`config.mk`:
```
export PLATFORM = sky130hd
export DESIGN_NAME = b2b_ctrl
export DESIGN_NICKNAME = d
export VERILOG_FILES = /design/src/design/b2b_pkg.sv /design/src/design/b2b_ctrl.sv
export SDC_FILE = /design/constraint.sdc
export NUM_CORES = 1
export LEC_CHECK = 0
export ABC_AREA = 1
export BUFFER_PORTS_ARGS = -buffer_cell sky130_fd_sc_hd__buf_2
export CAP_MARGIN = 5
export CORE_MARGIN = 8
export CORE_UTILIZATION = 25
export DETAILED_ROUTE_END_ITERATION = 7
export GPL_TIMING_DRIVEN = 0
export MAX_ROUTING_LAYER = met4
export SLEW_MARGIN = 20
export SYNTH_ARGS = -nofsm -noshare
export SYNTH_HDL_FRONTEND = slang
export SYNTH_SLANG_ARGS = --single-unit
export TNS_END_PERCENT = 5
```
`constraint.sdc`:
```
create_clock -name clock -period 9 [get_ports clock]
set_input_delay 2.25 -clock clock [delete_from_list [all_inputs] [get_ports clock]]
set_output_delay 2.25 -clock clock [all_outputs]
set_load 0.01 [all_outputs]
```
`src/design/b2b_pkg.sv`:
```
// ----------------------------------------------------------------------------
// b2b_pkg
// Shared constants, types and a helper function for the BLAKE2b-512 hash block.
// ----------------------------------------------------------------------------
package b2b_pkg;

   localparam int ROUNDS_DEF = 12;
   localparam int WORD_W     = 64;
   localparam int CNT_W      = 4;
   localparam int BLK_WORDS  = 16;

   localparam logic [63:0] IV [8] = '{
      64'h6A09E667F3BCC908, 64'hBB67AE8584CAA73B,
      64'h3C6EF372FE94F82B, 64'hA54FF53A5F1D36F1,
      64'h510E527FADE682D1, 64'h9B05688C2B3E6C1F,
      64'h1F83D9ABFB41BD6B, 64'h5BE0CD19137E2179};

   localparam logic [63:0] PARAM_WORD = 64'h0000_0000_0101_0040;

   // message schedule, one row per round modulo ten
   localparam logic [3:0] SIGMA [10][16] = '{
      '{ 0, 1, 2, 3, 4, 5, 6, 7, 8, 9,10,11,12,13,14,15},
      '{14,10, 4, 8, 9,15,13, 6, 1,12, 0, 2,11, 7, 5, 3},
      '{11, 8,12, 0, 5, 2,15,13,10,14, 3, 6, 7, 1, 9, 4},
      '{ 7, 9, 3, 1,13,12,11,14, 2, 6, 5,10, 4, 0,15, 8},
      '{ 9, 0, 5, 7, 2, 4,10,15,14, 1,11,12, 6, 8, 3,13},
      '{ 2,12, 6,10, 0,11, 8, 3, 4,13, 7, 5,15,14, 1, 9},
      '{12, 5, 1,15,14,13, 4,10, 0, 7, 6, 3, 9, 2, 8,11},
      '{13,11, 7,14,12, 1, 3, 9, 5, 0,15, 4, 8, 6, 2,10},
      '{ 6,15,14, 9,11, 3, 0, 8,12, 2,13, 7, 1, 4,10, 5},
      '{10, 2, 8, 4, 7, 6, 1, 5,15,11, 9,14, 3,12,13, 0}};

   // controller to datapath commands
   typedef struct packed {
      logic       store;      // write the accepted word into the block
      logic       hold;       // capture the word that waits for a compression
      logic       store_held; // write the captured word instead of the input
      logic       init_work;  // load working vector for a compression
      logic       final_blk;  // compression is the final one
      logic       add_full;   // add 128 to the byte counter
      logic       add_tail;   // add the tail byte count
      logic       g_step;     // run one half-G step
      logic [3:0] round;      // current round modulo ten
      logic [2:0] g_idx;      // which of eight G in the round
      logic       g_half;     // first or second half of G
      logic       fold;       // fold working vector into chain value
      logic       restart;    // reload IV and clear counters
      logic [2:0] out_idx;    // digest word being presented
   } b2b_cmd_type;

   function automatic logic [63:0] ror64(input logic [63:0] x, input int n);
      ror64 = (x >> n) | (x << (64 - n));
   endfunction

endpackage

```
`src/design/b2b_ctrl.sv`:
```
// ----------------------------------------------------------------------------
// b2b_ctrl
// Sequencer: buffer fill, compression step count and digest output.
// ----------------------------------------------------------------------------
module b2b_ctrl #(
   parameter int ROUNDS = b2b_pkg::ROUNDS_DEF
) (
   input  logic                 clock,
   input  logic                 reset,
   input  logic                 in_valid,
   output logic                 in_ready,
   input  logic [3:0]           in_cnt_raw,
   input  logic                 in_last,
   output logic [3:0]           in_cnt,
   output logic [4:0]           wr_idx,
   output logic [4:0]           used_words,
   output logic [7:0]           tail_bytes,
   output logic                 out_valid,
   input  logic                 out_ready,
   output logic                 out_last,
   output b2b_pkg::b2b_cmd_type cmd
);
   import b2b_pkg::*;

   typedef enum logic [4:0] {
      ST_IDLE = 5'b00001,
      ST_INIT = 5'b00010,
      ST_MIX  = 5'b00100,
      ST_FOLD = 5'b01000,
      ST_OUT  = 5'b10000
   } state_type;

   localparam int RW = $clog2(ROUNDS + 1);

   state_type   state_ff, state_in;
   logic [4:0]  fill_ff, fill_in;
   logic [RW-1:0] rnd_ff, rnd_in;
   logic [3:0]  rmod_ff, rmod_in;
   logic [3:0]  step_ff, step_in;
   logic [2:0]  out_ff, out_in;
   logic        fin_ff, fin_in;       // compression in flight is final
   logic        pend_ff, pend_in;     // word waits for a full-block compression
   logic        plast_ff, plast_in;
   logic [3:0]  pcnt_ff, pcnt_in;
   logic        accept, empty_tail, cnt_eff_ok;
   logic [3:0]  cnt_eff;

   assign in_ready = (state_ff == ST_IDLE);
   assign accept   = in_valid && in_ready;
   assign cnt_eff  = (!in_last || in_cnt_raw > 4'd8) ? 4'd8 : in_cnt_raw;
   assign empty_tail = in_last && cnt_eff == 4'd0 && fill_ff != 5'd0;
   assign cnt_eff_ok = 1'b1;
   assign out_valid = (state_ff == ST_OUT);
   assign out_last  = (out_ff == 3'd7);
   assign used_words = fill_ff;

   always_comb begin
      state_in = state_ff; fill_in = fill_ff; rnd_in = rnd_ff; rmod_in = rmod_ff;
      step_in = step_ff; out_in = out_ff; fin_in = fin_ff;
      pend_in = pend_ff; plast_in = plast_ff; pcnt_in = pcnt_ff;
      cmd = '0;
      cmd.round = rmod_ff;
      cmd.g_idx = step_ff[3:1];
      cmd.g_half = step_ff[0];
      cmd.out_idx = out_ff;
      cmd.final_blk = fin_ff;
      in_cnt = pend_ff ? pcnt_ff : cnt_eff;
      wr_idx = fill_ff;
      tail_bytes = {fill_ff, 3'd0} - 8'd8 + {4'd0, in_cnt};
      unique case (state_ff)
         ST_IDLE: begin
            if (accept && cnt_eff_ok) begin
               if (empty_tail) begin
                  tail_bytes = {fill_ff, 3'd0};
                  cmd.add_tail = 1'b1;
                  fin_in = 1'b1;
                  state_in = ST_INIT;
               end else if (fill_ff == 5'd16) begin
                  cmd.add_full = 1'b1;
                  cmd.hold = 1'b1;
                  fin_in = 1'b0;
                  pend_in = 1'b1; plast_in = in_last; pcnt_in = cnt_eff;
                  state_in = ST_INIT;
               end else begin
                  cmd.store = 1'b1;
                  fill_in = fill_ff + 5'd1;
                  if (in_last) begin
                     tail_bytes = {fill_ff, 3'd0} + {4'd0, cnt_eff};
                     cmd.add_tail = 1'b1;
                     fin_in = 1'b1;
                     state_in = ST_INIT;
                  end
               end
            end
         end
         ST_INIT: begin
            cmd.init_work = 1'b1;
            rnd_in = '0; rmod_in = '0; step_in = '0;
            state_in = ST_MIX;
         end
         ST_MIX: begin
            cmd.g_step = 1'b1;
            step_in = step_ff + 4'd1;
            if (step_ff == 4'd15) begin
               rnd_in = rnd_ff + 1'b1;
               rmod_in = (rmod_ff == 4'd9) ? 4'd0 : rmod_ff + 4'd1;
               if (rnd_ff == RW'(ROUNDS - 1)) state_in = ST_FOLD;
            end
         end
         ST_FOLD: begin
            cmd.fold = 1'b1;
            if (fin_ff) begin
               out_in = '0;
               state_in = ST_OUT;
            end else begin
               // store the word that was waiting, as the first of a new block
               pend_in = 1'b0;
               cmd.store = 1'b1;
               cmd.store_held = 1'b1;
               wr_idx = 5'd0;
               fill_in = 5'd1;
               if (plast_ff) begin
                  tail_bytes = {4'd0, pcnt_ff};
                  cmd.add_tail = 1'b1;
                  fin_in = 1'b1;
                  state_in = ST_INIT;
               end else begin
                  state_in = ST_IDLE;
               end
            end
         end
         ST_OUT: begin
            if (out_ready) begin
               out_in = out_ff + 3'd1;
               if (out_ff == 3'd7) begin
                  cmd.restart = 1'b1;
                  fill_in = '0;
                  state_in = ST_IDLE;
               end
            end
         end
         default: state_in = ST_IDLE;
      endcase
   end

   always_ff @(posedge clock) begin
      if (reset) begin
         state_ff <= ST_IDLE;
         fill_ff <= '0;
         pend_ff <= 1'b0;
         out_ff <= '0;
      end else begin
         state_ff <= state_in;
         fill_ff <= fill_in;
         pend_ff <= pend_in;
         out_ff <= out_in;
      end
      rnd_ff <= rnd_in; rmod_ff <= rmod_in; step_ff <= step_in;
      fin_ff <= fin_in; plast_ff <= plast_in; pcnt_ff <= pcnt_in;
   end
endmodule

```
==> summary.md <==
| Metric | Value |
|---|---|
| Max Slew Vio Count | 0 |
| Nature of the critical path endpoint | output pin |
| TritonCTS clock tree | done |
| Finished Layout Cells | 509 |
| Worst Clk Skew | 0.009638 ns |
| CP Launch Type | input pin |
| Minimum clock period | 6.948 ns |
| Placed cell areas | 0.002849 mm2 |
| Met2 GRT Util | 16.80% |
| Largest net degree at the start of global routing | 12 |
| Number of gates resized after CTS | 0 |
| Post-synth EDFFs | 18 |
| CP Max Fanout | 7 |
| DRC | 0 |
| Worst path slowest cell | fa_1 |
| Syn nets | around 340 |
| Worst-Margin Slew | 0.9334 ns |
| Worst slew margin | 37.20% |
| Seq cells post-synth | 32 |
| Unrepaired setup endpoints after global routing | no |
| Port bufs | 54 |
| Finished Cell Area | a little under 0.003 mm2 |
| Register area share after synthesis | between 30% and 40% |
| DR WL/cell | 12.50 um |
| Final Cycle Share | between 70% and 80% |
| Die ar. | 0.01305 mm2 |
| Grt ovf | 0 |
| Initial Util | roughly a quarter |
| First DRT Iteration DRCs | 104 |
| Via Count | 2189 |
| Dpl cells | 501 |
| Finish-stage setup viols | 0 |
| # Max-Cap Violations | 0 |
| CP required | ~6.8 ns |
| Layout filler cell count | 1069 |
| Yosys Warn Count | 0 |
| Max rail drop VDD | about 0.00006 V |
| 1st-pass router iterations | 4 |
| Worst-path cell chain | buf_2 -> inv_1 -> nor2_1 -> inv_1 -> o21ai_0 -> ha_1 -> inv_1 -> ha_1 -> inv_1 -> fa_1 -> nand2_1 -> o21ai_0 -> nand2_1 -> o211ai_1 -> o21ai_0 -> buf_2 |
| CTS sink count | 32 |
| Vias in the first global route | about 2.2k |
| Final setup TNS | 0 ns |
| Num rows | 36 |
| CTS root buf | clkbuf_8 |
| Fmax | 0.1439 GHz |
| Initial antenna violation count | 0 |
| Leakage | 1.460 nW |
| Synthesized cell area | 0.002412 mm2 |
| Async SR Flop Fraction | 0% |
| HPWL after DPL | 5142 um |
| Area delta synth->final | 22.72% |
| Reg area | roughly 800 um2 |
| Detail Route Antenna Nets | 0 |
| Finished Core Util | between 30% and 40% |
| Final WL | 6364 um |
| Clk_lat worst skew | 0.29 ns |
| Clock buffer depth | 2 |
| Ys flop type | edfxtp_1 |
| Mean Syn Cell Area | 7.683 um2 |
| Hold buffer count at cts | 0 |
| Vias per Instance | 4.301 |
| Final hold vios | 0 |
| Worst hold slack | 0.5013 ns |
| Nets | 402 |
| Most used cell, CP | inv_1 |
| GR peak layer | met2 |
| Critical Path Max Stage Delay | 0.42 ns |
| Post-CTS setup buffer count | 0 |
| Worst setup path category | input pin to output pin |
| Cells after Synth | 314 |
| CP Data Arrival Time | 4.70 ns |
| # diodes | 0 |
| Hold Path Class | register to register |
| Cell accounting for the most synthesized area | edfxtp_1 |
| Most frequent cells in the layout | 63 x nand2_1, 54 x buf_2, 46 x inv_1 |
| Top cell type's share of synthesized area | between 20% and 30% |
| Ratio of cells with drive above 1 in the final layout | between 20% and 30% |
| Total clock buffers created by CTS | 5 |
| Multi-input combinational cell area | 0.001365 mm2 |
| Most common cell after layout, fill and taps aside | nand2_1 |
| Met1 usage in global routing | 12.41% |
| H-Tree Depth | 2 |
| Outcome | complete, no violations |
| Placer Congestion | 0.8156 |
| Top cells by area, synth | edfxtp_1 22%, dfxtp_1 12%, nand2_1 9.8% |
| Overall die height | 114.2 um |
| Global-route wire length before repair | 10430 um |
| GRT Util Overall | 10.22% |
| Power Density | 170.2 mW/mm2 |
| Post-synthesis cell type count | 33 |
| I/O pin count | 55 |
| CTS clk-pin slew, worst paths | 0.07 ns |
| Total core area | about 0.0095 mm2 |
| GR Util met3 | approximately 2.2% |
| Die width | 114.2 um |
==> stage by stage <==
stage	worst slack, ns	total power [mW]
floorplan	2.657	0.3070
global placement	2.061	0.3662
detailed placement	2.029	0.3677
CTS	2.025	0.5112
global route	1.857	0.5401
finish	2.052	0.5037
==> logic make-up after synthesis <==
family                   synth area share, %
AO/OA/AOI/OAI                          9.128
XOR/XNOR                               3.994
adder cells (fa/ha/maj)                9.647
buffers and inverters                  9.388
flip-flops                             34.03
AND/OR/NAND/NOR                        33.82
==> critical path, delay by kind of cell <==
family | cells | cell delay [ns]
compound gates | 4 | 0.60
fa+ha+maj | 3 | 0.83
buf+inv | 6 | 0.64
simple gates | 3 | 0.37
==> report_power, final <==
| group | internal, mW | switching, mW | total (mW) |
|---|---|---|---|
| logic | 0.0715 | 0.117 | 0.189 |
| registers | 0.162 | 0.0121 | 0.174 |
| clock network | 0.0820 | 0.0588 | 0.141 |
==> layer usage <==
metal	share of wire [%]	wire length, um
met1	48	3054
met2	46	2951
met3	4.7	300
met4	0.90	57
met5	0	0
==> Yosys cell counts, types with 2 or more instances <==
cell type,count
o211ai_1,2
edfxtp_1,18
buf_6,2
a31oi_1,2
xor2_1,8
nand3_4,3
buf_4,2
nand4_1,4
xnor2_1,3
nor2_1,39
dfxtp_1,14
ha_1,17
nand2_1,63
inv_2,2
nor2_2,3
nor4_1,2
nand2_4,2
inv_1,46
nor2_8,2
nand2_2,2
nor2_4,7
nand3_2,2
a21oi_1,17
or2_2,2
nand3_1,24
o21ai_0,19
==> flip-flops by register name, indices dropped and copies added (netlist names) <==
name,cells
rnd_ff,4
pend_ff,1
step_ff,4
pcnt_ff,4
fin_ff,1
rmod_ff,4
used_words,5
state_ff,5
plast_ff,1
out_ff,3
==> final timing paths <==
check,from,end,slack [ns],cells after the start
hold / removal,out_ff[1],out_ff[1],0.50,2
setup / recovery,in_last,tail_bytes[5],2.05,16
hold reg to reg,out_ff[1],out_ff[1],0.50,2
setup reg to reg,used_words[1],pcnt_ff[1],6.55,6
==> area by class of cell <==
type / count / share of cell area (%)
repair buffers: 54 / 9.129
well taps: 133 / 5.621
plain buffers: 5 / 1.395
inverters: 49 / 6.255
flip-flops and latches: 32 / 27.73
clock buffers: 5 / 2.325
multi-input cells: 228 / 46.11
clock inverters: 3 / 1.437
No activity file was read; power rests on OpenSTA's default activity.
